<file path="config.mk">
export PLATFORM = sky130hd
export DESIGN_NAME = pmo_sqrt_cell
export DESIGN_NICKNAME = d
export VERILOG_FILES = /design/src/sv/pmo_pkg.sv /design/src/sv/pmo_sqrt_cell.sv
export SDC_FILE = /design/constraint.sdc
export NUM_CORES = 1
export LEC_CHECK = 0
export BUFFER_PORTS_ARGS = -buffer_cell sky130_fd_sc_hd__buf_2
export CAP_MARGIN = 0
export CORE_AREA = 2 2 189 191
export CTS_BUF_LIST = sky130_fd_sc_hd__clkbuf_4 sky130_fd_sc_hd__clkbuf_8
export CTS_CLUSTER_DIAMETER = 60
export CTS_CLUSTER_SIZE = 28
export DETAILED_ROUTE_END_ITERATION = 8
export DIE_AREA = 0 0 191 193
export RECOVER_POWER = 25
export SETUP_SLACK_MARGIN = 0.2
export SLEW_MARGIN = 0
export SYNTH_ARGS = -nofsm -noshare
export SYNTH_HDL_FRONTEND = slang
export SYNTH_SLANG_ARGS = --single-unit
</file>
<file path="constraint.sdc">
create_clock -name clk_i -period 6.6 [get_ports clk_i]
set_input_delay 0.66 -clock clk_i [delete_from_list [all_inputs] [get_ports clk_i]]
set_output_delay 0.66 -clock clk_i [all_outputs]
set_load 0.03 [all_outputs]
</file>
<file path="src/sv/pmo_pkg.sv">
// Shared constants and types for the polygon corner miter offset block.
// No dependencies; the square root cell and the top level refer to it by scoped names.
package pmo_pkg;

  localparam int COORD_WIDTH_DEF  = 16;
  localparam int RESULT_WIDTH_DEF = 24;

  localparam int OFF_W          = 16;               // offset distance, Q8.8
  localparam int NORM_W         = 16;               // edge magnitudes after normalising
  localparam int RAD_SHIFT      = 24;
  localparam int SQ_ROOT_W      = 29;               // edge length, about |v| * 2^12
  localparam int SQ_RAD_W       = 2 * SQ_ROOT_W;
  localparam int SQ_REM_W       = SQ_ROOT_W + 2;
  localparam int UNIT_NUM_SHIFT = 33;
  localparam int UNIT_FRAC      = 20;
  localparam int UDIV_Q_W       = UNIT_FRAC + 1;    // unit magnitude, at most 2^20
  localparam int UDIV_D_W       = SQ_ROOT_W + 1;    // twice the length
  localparam int UNIT_W         = UDIV_Q_W + 1;     // signed unit component
  localparam int DIFF_W         = UNIT_W + 1;
  localparam int PROD_W         = 2 * UNIT_W;
  localparam int DEN_W          = PROD_W + 2;
  localparam int CP_W           = OFF_W + DIFF_W;
  localparam int NUM_W          = CP_W + UNIT_FRAC + 2;
  localparam int RDIV_D_W       = 44;               // twice the denominator

  typedef enum logic [1:0] {
    ST_OK        = 2'd0,
    ST_ZERO_EDGE = 2'd1,
    ST_ZERO_DEN  = 2'd2,
    ST_SAT       = 2'd3
  } status_e;

endpackage

</file>
<file path="src/sv/pmo_sqrt_cell.sv">
// One step of the pipelined square root: one root bit per cell, lanes in step.
// Depends on pmo_pkg for the root, remainder and radicand widths.
module pmo_sqrt_cell #(
  parameter int LANES  = 2,
  parameter int SIDE_W = 1
) (
  input  logic                          clk_i,
  input  logic                          rst_ni,
  input  logic                          valid_i,
  output logic                          ready_o,
  input  logic [pmo_pkg::SQ_REM_W-1:0]  rem_i  [LANES],
  input  logic [pmo_pkg::SQ_ROOT_W-1:0] root_i [LANES],
  input  logic [pmo_pkg::SQ_RAD_W-1:0]  rad_i  [LANES],
  input  logic [SIDE_W-1:0]             side_i,
  output logic                          valid_o,
  input  logic                          ready_i,
  output logic [pmo_pkg::SQ_REM_W-1:0]  rem_o  [LANES],
  output logic [pmo_pkg::SQ_ROOT_W-1:0] root_o [LANES],
  output logic [pmo_pkg::SQ_RAD_W-1:0]  rad_o  [LANES],
  output logic [SIDE_W-1:0]             side_o
);

  logic                          valid_q;
  logic [pmo_pkg::SQ_REM_W-1:0]  rem_d  [LANES];
  logic [pmo_pkg::SQ_ROOT_W-1:0] root_d [LANES];
  logic [pmo_pkg::SQ_REM_W-1:0]  rem_q  [LANES];
  logic [pmo_pkg::SQ_ROOT_W-1:0] root_q [LANES];
  logic [pmo_pkg::SQ_RAD_W-1:0]  rad_q  [LANES];
  logic [SIDE_W-1:0]             side_q;
  logic                          take;

  assign ready_o = ~valid_q | ready_i;
  assign take    = valid_i & ready_o;

  always_comb begin
    logic [pmo_pkg::SQ_REM_W-1:0] t;
    logic [pmo_pkg::SQ_REM_W-1:0] trial;
    for (int l = 0; l < LANES; l++) begin
      // bring down the next two radicand bits, try root*4 + 1
      t     = {rem_i[l][pmo_pkg::SQ_REM_W-3:0], rad_i[l][pmo_pkg::SQ_RAD_W-1 -: 2]};
      trial = {root_i[l], 2'b01};
      if (t >= trial) begin
        rem_d[l]  = t - trial;
        root_d[l] = {root_i[l][pmo_pkg::SQ_ROOT_W-2:0], 1'b1};
      end else begin
        rem_d[l]  = t;
        root_d[l] = {root_i[l][pmo_pkg::SQ_ROOT_W-2:0], 1'b0};
      end
    end
  end

  always_ff @(posedge clk_i or negedge rst_ni) begin
    if (!rst_ni) begin
      valid_q <= 1'b0;
    end else if (ready_o) begin
      valid_q <= valid_i;
    end
  end

  always_ff @(posedge clk_i) begin
    if (take) begin
      for (int l = 0; l < LANES; l++) begin
        rem_q[l]  <= rem_d[l];
        root_q[l] <= root_d[l];
        rad_q[l]  <= rad_i[l] << 2;
      end
      side_q <= side_i;
    end
  end

  assign valid_o = valid_q;
  assign rem_o   = rem_q;
  assign root_o  = root_q;
  assign rad_o   = rad_q;
  assign side_o  = side_q;

endmodule

</file>
==> impl_metrics.yaml, run 1 <==
route:
  dr_total_vias: 9110
  drt_wl_total_um: 32930
  drc: 0
  wl_per_cell_um: 17.28
  dr.pass1.iters: 5
  drt.antenna.violating_nets: 0
  vias_per_cell: 4.780
  drt_iter0_drc: 528
clocking:
  cts-htree-levels: 1
  path_clk_slew_ns: 0.12
  cts_root_buffer: "clkbuf_8"
  cts_tree: "done"
  insertion_delay_ns: 0.59
  cts_buffers: 24
  cts.repair.resized: 0
  cts_buffer_depth: 3
  clock_sinks: 234
grt:
  grt_max_degree: 115
  overflow: 0
  antenna_found_initial: 9
  grt_pass1_wl_um: 47090
  grt_usage: 0.1642
  grt_pass1_vias: 8582
logic_synthesis:
  ys_warn_count: 0
  syn_area_um2: 11490
  async_reset_ff_frac: 0.004274
  synth_top_cell_area_share: 0.6088
  synth_top_flop_cell: "edfxtp_1"
  ys_seq_area_frac: 0.6110
  synth_edf_count: 233
  netlist_top_cells_count: "233 x edfxtp_1, 102 x nand2_1, 76 x inv_1, 65 x a21oi_1, 63 x o21ai_0"
  syn-instance-count: 954
  synth_seq_cells: 234
  synth_cell_type_count: 70
  synth.area.top_cells: "edfxtp_1 61%, ha_1 6.8%, nand2_1 3.3%, a21oi_1 2.8%, o21ai_0 2.7%"
  yosysMostFrequentCell: "edfxtp_1"
  syn_avg_cell_area_um2: 12.05
  yosysTopAreaCell: "edfxtp_1"
worst_setup_path:
  startpoint: "root_i[42]"
  worst-endpoint-arrival_ns: 3.77
  r2r-start: "valid_o"
  worst_setup_path_end_kind: "flop"
  reg2reg_depth: 3
  start_kind: "input pin"
  cp-endpoint: "rem_o[59]"
  cp_max_fo: 60
  required_ns: 6.94
  regToRegSetupSlack_ns: 4.11
  r2r-end: "rad_o[60]"
  crit_type: "input pin to flop"
timing:
  tightest_slew_ns: 1.076
  setup_tns_ns: 0
  min_period_ns: 3.430
  drv_slew: 0
  finClkSkew_ns: 0.01235
  max_freq_ghz: 0.2916
  hold_violations: 0
  setup_viol: 0
  fin_crit_sh: 0.5197
  relSlewSlack: 0.2802
  rsz0062_at_grt: "no"
power_and_ir_drop:
  power_mw: 3.705
  p_clk_frac: 0.279
  intPower_mw: 2.474
  power_density_nw_per_um2: 249.8
  p_leak_nw: 6.523
  p_sw_mw: 1.231
  irDropWorstVdd_mv: 0.1817
  power_frac_comb: 0.238
  swShare: 0.3323
  p_seq_frac: 0.483
die:
  start_util: 0.3287
  core_um2: 34960
  row_count: 69
  chipHeight_um: 193
  dieArea_um2: 36860
  fp.dieW_um: 191
  io_pins: 480
placed_design:
  hpwl_um: 26060
  io_buffers: 471
  gp_congestion: 0.8981
job:
  max_cap_violations: 0
cells_and_area:
  nets: 1728
  final_util: 0.4243
  drive_above_1_share: 0.3449
  area_growth_pct: 29.08
hold_path:
  min_path_type: "input pin to flop"
run_status:
  status: "completed"
==> area by class of cell <==
cell class	count	area, um^2
Antenna cell	4	10.01
Tap cell	461	576.8
Timing Repair Buffer	475	2349
Clock inverter	17	209.0
Fill cell	3407	20130
Clock buffer	25	344.1
Multi-Input combinational cell	613	4035
Inverter	77	289.0
Sequential cell	234	7022
==> power groups by stage <==
stage	registers, mW	logic (mW)	clock network, mW
floorplan	2.03	0.404	0
global placement	1.82	0.879	0
detailed placement	1.82	0.888	0
CTS	1.79	0.892	1.08
global route	1.80	0.964	1.12
finish	1.79	0.883	1.03
==> registers in the layout, summed over array words and instances, names as in the netlist <==
register / cells
root_o: 58
rem_o: 62
rad_o: 112
side_o: 1
valid_o: 1
==> stage by stage <==
step                worst slack, ns  instance area, um^2  std cells  hold WS [ns]
floorplan                     2.237                11500        957        0.3644
global placement              2.571                14320       1859        0.4361
detailed placement            2.561                14320       1859        0.4360
CTS                           3.234                14880       1902        0.1726
global route                  2.939                14830       1903        0.1891
finish                        3.170                14830       1906        0.2369
==> worst max-delay path: stages <==
cell and delay (ns):
clkbuf_1 0.10, inv_1 0.07, ha_1 0.44, nand2_1 0.13
or4b_1 0.55, o31ai_1 0.33, a311oi_1 0.10, nor2_2 0.17
nand2_2 0.61, a211o_1 0.47, o221a_2 0.12
==> per-layer routing <==
| layer | up-vias | GRT usage | routed length [um] |
|---|---|---|---|
| li1 | 4456 | - | - |
| met1 | 4222 | 0.2071 | 13640 |
| met2 | 364 | 0.2719 | 15330 |
| met3 | 58 | 0.04941 | 3059 |
| met4 | 10 | 0.04919 | 830 |
| met5 | - | 0 | 71 |
==> worst min-delay path by stage <==
stage / from / cells past startpoint / endpoint
global placement: rst_ni / 1 / valid_o
CTS: rad_i[40] / 1 / rad_o[42]
detailed placement: rst_ni / 1 / valid_o
floorplan: rst_ni / 0 / valid_o
finish: rad_i[40] / 1 / rad_o[42]
global route: rad_i[21] / 1 / rad_o[23]
==> layout by cell type, fill, tap and decap left out, drive strengths merged, types with 11 or more instances in the layout <==
cell type  instances
clkbuf            68
ha                62
buf              431
edfxtp           233
o21ai             83
nand3             16
inv               86
xor2              25
a21o              28
a21oi             65
nand2            104
xnor2             29
nor2              40
nand2b            11
==> repair_timing <==
| action | CTS | global route |
|---|---|---|
| buffers inserted | 0 | 0 |
| hold buffers | 1 | 0 |
| endpoints found under the hold margin | 1 | 0 |
==> logic make-up (layout without fill, tap and decap cells) <==
| kind of cell | after synthesis | count (layout) | synth area share |
|---|---|---|---|
| AO/OA/AOI/OAI | 252 | 252 | 0.1381 |
| XOR/XNOR | 54 | 54 | 0.04115 |
| adder cells (fa/ha/maj) | 62 | 62 | 0.06750 |
| buffers and inverters | 110 | 594 | 0.04006 |
| flip-flops | 234 | 234 | 0.6110 |
| multiplexers | 6 | 6 | 0.005770 |
| other | 1 | 8 | 0.0003263 |
| AND/OR/NAND/NOR | 235 | 235 | 0.09614 |
(Power assumes the default switching activity.)
==> run 2, diff against run 1 <==
Clock period 6.6 ns to 2.8 ns, I/O delays scaled along.
==> run 2 against run 1 <==
Register-to-register slack got worse by 3.9 ns. Count of clock-buffer cells in the layout fell by 4. Final area rose by 19%. Combinational power rose to 2.9 times the previous value. Clock skew rose by 0.0064 ns. Routed wire length rose by 13%. Hold slack got worse by 0.20 ns. Worst setup slack got worse by 3.0 ns. Sequential cell count did not move. Critical path type unchanged. Cell count rose by 16%. Sequential share of layout area fell by 7.7 points.
==> impl_metrics.yaml, run 2 (synthesis gave the netlist of run 1 again) <==
die:
  fp.dieW_um: 191
  chipHeight_um: 193
  core_um2: 34960
  start_util: 0.3287
  row_count: 69
  dieArea_um2: 36860
  io_pins: 480
timing:
  finClkSkew_ns: 0.01870
  fin_crit_sh: 0.9438
  tightest_slew_ns: 1.389
  drv_slew: 0
  rsz0062_at_grt: "yes"
  relSlewSlack: 0.07405
  hold_violations: 0
  max_freq_ghz: 0.3784
  worst_slack_ns: 0.1573
  setup_tns_ns: 0
  setup_viol: 0
  min_period_ns: 2.643
route:
  vias_per_cell: 4.751
  wl_per_cell_um: 16.94
  drc: 0
  dr_total_vias: 10460
  dr.pass1.iters: 5
  drt.antenna.violating_nets: 0
  drt_iter0_drc: 573
  drt_wl_total_um: 37300
grt:
  grt_pass1_vias: 10380
  grt_usage: 0.1878
  overflow: 0
  antenna_found_initial: 7
  grt_max_degree: 68
  grt_pass1_wl_um: 54120
power_and_ir_drop:
  power_frac_comb: 0.281
  p_clk_frac: 0.252
  power_density_nw_per_um2: 512.2
  irDropWorstVdd_mv: 0.4671
  swShare: 0.3240
  intPower_mw: 6.128
  power_mw: 9.066
  p_leak_nw: 7.817
  p_seq_frac: 0.467
  p_sw_mw: 2.937
placed_design:
  gp_congestion: 0.8963
  dp_cells: 1945
  io_buffers: 471
  hpwl_um: 27790
  dpl-instance-area_um2: 15060
  dp_worst_setup_slack_ns: -0.1537
cells_and_area:
  final_common_cell: "buf_2"
  drive_above_1_share: 0.3358
  largest_register_ffs: 112
  seqCellArea_um2: 7023
  nets: 2025
  final_area_um2: 17700
  fin_cells: 2202
  multi_input_area_um2: 4099
  area_growth_pct: 54.02
  fill_cells: 3137
  mostFrequentLayoutCells: "416 x buf_2, 233 x edfxtp_1, 211 x dlygate4sd3_1, 102 x nand2_1, 84 x buf_4"
job:
  max_cap_violations: 0
worst_setup_path:
  required_ns: 3.13
  reg2reg_depth: 4
  regToRegSetupSlack_ns: 0.26
  r2r-start: "valid_o"
  worst_setup_path_end_kind: "flop"
  crit_type: "input pin to flop"
  worst-endpoint-arrival_ns: 2.97
  cp_max_fo: 8
  start_kind: "input pin"
  r2r-end: "rem_o[42]"
hold_path:
  min-delay-start: "rem_i[53]"
  worstHoldPathCells: 3
  hold_end: "rem_o[55]"
  min_path_type: "input pin to flop"
clocking:
  path_clk_slew_ns: 0.12
  cts_buffer_depth: 3
  cts_buffers: 21
  insertion_delay_ns: 0.57
  cts_tree: "done"
  clock_sinks: 234
  cts-htree-levels: 1
  cts_root_buffer: "clkbuf_8"
run_status:
  status: "completed"
## run 2: final cells by class
class / count / share of cell area
Clock buffer: 21 / 0.01633
Multi-Input combinational cell: 613 / 0.2316
Inverter: 77 / 0.01633
Timing Repair Buffer: 775 / 0.2940
Clock inverter: 16 / 0.01173
Tap cell: 461 / 0.03259
Antenna cell: 5 / 0.0007069
Sequential cell: 234 / 0.3968
## run 2: how the worst max path moves through the flow
stage | start | end | slack, ns | depth (start not counted)
after floorplan | valid_o | rad_o[100] | 0.06 | 2
after global placement | root_i[29] | rem_o[60] | -0.15 | 12
after detailed placement | root_i[29] | rem_o[60] | -0.15 | 12
after CTS | root_i[47] | rem_o[35] | 0.23 | 13
after global routing | root_i[26] | rem_o[19] | 0.09 | 12
final | root_i[26] | rem_o[5] | 0.16 | 12
## run 2: layer usage
layer	part of all wire	vias to the layer above	track usage
met5	0.0012	-	0
met4	0.026	6	0.05605
li1	-	5040	-
met1	0.40	4930	0.2278
met2	0.48	412	0.3241
met3	0.090	73	0.05412
## run 2: what timing repair did
action                                 4_1_cts  5_1_grt
gates resized for setup                      0       15
setup buffers                                0        4
hold buffers                               211        0
endpoints found under the hold margin      209        0
setup endpoints to repair                    0       47
## run 2: power groups by stage
stage	sequential [mW]	clock (mW)	combinational, mW
after floorplan	4.78	0	0.955
after global placement	4.30	0	2.27
after detailed placement	4.31	0	2.29
after CTS	4.23	2.37	2.53
after global routing	4.25	2.47	2.76
final	4.23	2.28	2.55
## run 2: per-stage QoR
step | hold WS [ns] | utilization
floorplan | -0.01559 | -
global placement | 0.05664 | 0.4306
detailed placement | 0.05967 | 0.4306
CTS | 0.002180 | 0.5052
global route | 0.01847 | 0.5060
finish | 0.03599 | 0.5062
## run 2: critical path, stage by stage
cell and delay, ns:
dlygate4sd3_1 0.52, clkbuf_1 0.15, inv_1 0.06, ha_1 0.33, nand3_1 0.09, nor4_1 0.05
a31o_1 0.23, a21o_1 0.17, a211o_1 0.33, a21oi_4 0.26, buf_4 0.17, mux2_2 0.33
==> run 3, diff against run 2 <==
Settings changed: BUFFER_PORTS_ARGS -buffer_cell sky130_fd_sc_hd__buf_2 to -buffer_cell sky130_fd_sc_hd__buf_4.
==> run 3 against run 2 <==
Clock power about the same. Clock skew rose by 0.021 ns. Cell count grew 0.32%. Global-route usage is 0.68 points higher. Routed wire length rose by 3.0%. Worst setup slack gained 0.050 ns. Count of clock-buffer cells in the layout rose by 3. Utilization rose by 3.3 points. Maximum frequency increased by 1.9%. Non-clock buffer count rose by 9. Combinational power is 8.2% higher. Critical endpoint unchanged. Largest power group unchanged.
==> impl_metrics.yaml, run 3 (synthesis gave the netlist of run 1 again) <==
timing:
  worst_slack_ns: 0.2075
  tightest_slew_ns: 0.5392
  setup_viol: 0
  relSlewSlack: 0.6405
  hold_violations: 0
  fin_crit_sh: 0.9259
  setup_tns_ns: 0
  drv_slew: 0
  min_period_ns: 2.593
  max_freq_ghz: 0.3857
  finClkSkew_ns: 0.03965
  rsz0062_at_grt: "yes"
  fin_hold_ws_ns: 0.03490
route:
  vias_per_cell: 4.710
  drt_wl_total_um: 38420
  wl_per_cell_um: 17.39
  drc: 0
  dr.pass1.iters: 5
  drt.antenna.violating_nets: 0
  dr_total_vias: 10410
  drt_iter0_drc: 574
power_and_ir_drop:
  p_leak_nw: 8.243
  power_frac_comb: 0.297
  p_sw_mw: 2.947
  p_clk_frac: 0.247
  power_density_nw_per_um2: 493.2
  power_mw: 9.307
  intPower_mw: 6.360
  irDropWorstVdd_mv: 0.4693
  swShare: 0.3166
  p_seq_frac: 0.456
worst_setup_path:
  worst_setup_path_end_kind: "flop"
  worstPathCellList: "dlygate4sd3_1, clkbuf_1, inv_1, ha_1, nand3_1, nor4_1, a31o_1, a21o_1, a211o_1, a21oi_4, buf_6, mux2_2"
  r2r-start: "valid_o"
  reg2reg_depth: 3
  critical_path.max_stage_delay_ns: 0.53
  regToRegSetupSlack_ns: 0.91
  cp_max_fo: 7
  crit_type: "input pin to flop"
  required_ns: 3.12
  r2r-end: "rad_o[62]"
  worst-endpoint-arrival_ns: 2.91
  cp_slowest_cell: "dlygate4sd3_1"
  start_kind: "input pin"
cells_and_area:
  nets: 2034
  final_common_cell: "buf_4"
  mostFrequentLayoutCells: "389 x buf_4, 233 x edfxtp_1, 218 x dlygate4sd3_1, 138 x clkbuf_4, 102 x nand2_1"
  multi_input_area_um2: 4116
  largest_register_ffs: 112
  fill_cells: 3009
  area_growth_pct: 64.21
  drive_above_1_share: 0.3488
  seqCellArea_um2: 7023
  fin_cells: 2209
die:
  fp.dieW_um: 191
  core_um2: 34960
  chipHeight_um: 193
  row_count: 69
  dieArea_um2: 36860
  io_pins: 480
  start_util: 0.3287
placed_design:
  dp_worst_setup_slack_ns: -0.1653
  hpwl_um: 29130
  dp_cells: 1947
  gp_congestion: 0.9035
  io_buffers: 471
clocking:
  cts_root_buffer: "clkbuf_8"
  cts-htree-levels: 1
  insertion_delay_ns: 0.58
  cts_tree: "done"
  clock_sinks: 234
  cts_buffers: 21
  path_clk_slew_ns: 0.11
  cts_buffer_depth: 3
grt:
  antenna_found_initial: 3
  grt_usage: 0.1946
  grt_pass1_vias: 10400
  grt_max_degree: 73
  grt_pass1_wl_um: 56110
  overflow: 0
job:
  max_cap_violations: 0
hold_path:
  hold_end: "rem_o[19]"
  worstHoldPathCells: 3
  min-delay-start: "rem_i[17]"
  min_path_type: "input pin to flop"
run_status:
  status: "completed"
-- run 3: cell types whose count changed in the layout (fill, tap and decap cells not counted), moves of 3 or more --
cell           delta
buf_12            -3
buf_2           -416
buf_4           +305
clkbuf_1         -20
clkbuf_4        +138
clkinv_8          -3
diode_2           -3
dlygate4sd3_1     +7
-- run 3: cell type report --
type,count,area share
well taps,461,0.03056
inverters,77,0.01532
clock buffers,24,0.01684
flip-flops and latches,234,0.3721
multi-input cells,613,0.2181
repair buffers,784,0.3377
diodes,2,0.0002652
clock inverters,14,0.009017
-- run 3: timing repair --
item / in CTS / in global routing
endpoints found under the setup margin: 0 / 51
resized for setup: 0 / 21
hold endpoints to repair: 216 / 0
hold buffers: 218 / 0
setup buffers: 0 / 4
-- run 3: power by group through the flow --
stage	registers (mW)	clock network, mW	logic, mW
global placement	4.32	0	2.47
global route	4.26	2.50	2.98
floorplan	4.78	0	0.955
finish	4.24	2.30	2.76
detailed placement	4.32	0	2.49
CTS	4.24	2.40	2.75
-- run 3: stage by stage --
stage | util | area (um^2)
6_report | 0.5397 | 18870
3_5_place_dp | 0.4633 | 16200
2_1_floorplan | - | 11520
3_3_place_gp | 0.4633 | 16200
4_1_cts | 0.5397 | 18870
5_1_grt | 0.5396 | 18870
-- run 3: worst max-delay path by stage --
stage | startpoint | endpoint | slack, ns
after floorplan | valid_o | rad_o[100] | 0.06
after CTS | rem_i[49] | rem_o[48] | 0.22
final | root_i[24] | rem_o[5] | 0.21
after global placement | root_i[31] | rem_o[60] | -0.13
after global routing | root_i[24] | rem_o[5] | 0.09
after detailed placement | root_i[31] | rem_o[60] | -0.17
-- run 3: worst max-delay path, delay by kind of cell --
kind | cells | cell delay [ns]
buf+inv | 4 | 0.90
fa+ha+maj | 1 | 0.31
mux | 1 | 0.32
compound gates | 4 | 0.96
simple gates | 2 | 0.14
-- run 3: per-layer routing --
layer / GRT usage / vias to the layer above / wire (um)
met1: 0.2386 / 4908 / 15420
met3: 0.06045 / 57 / 3461
li1: - / 5049 / -
met2: 0.3371 / 387 / 18760
met5: 0 / - / 25
met4: 0.04144 / 4 / 747
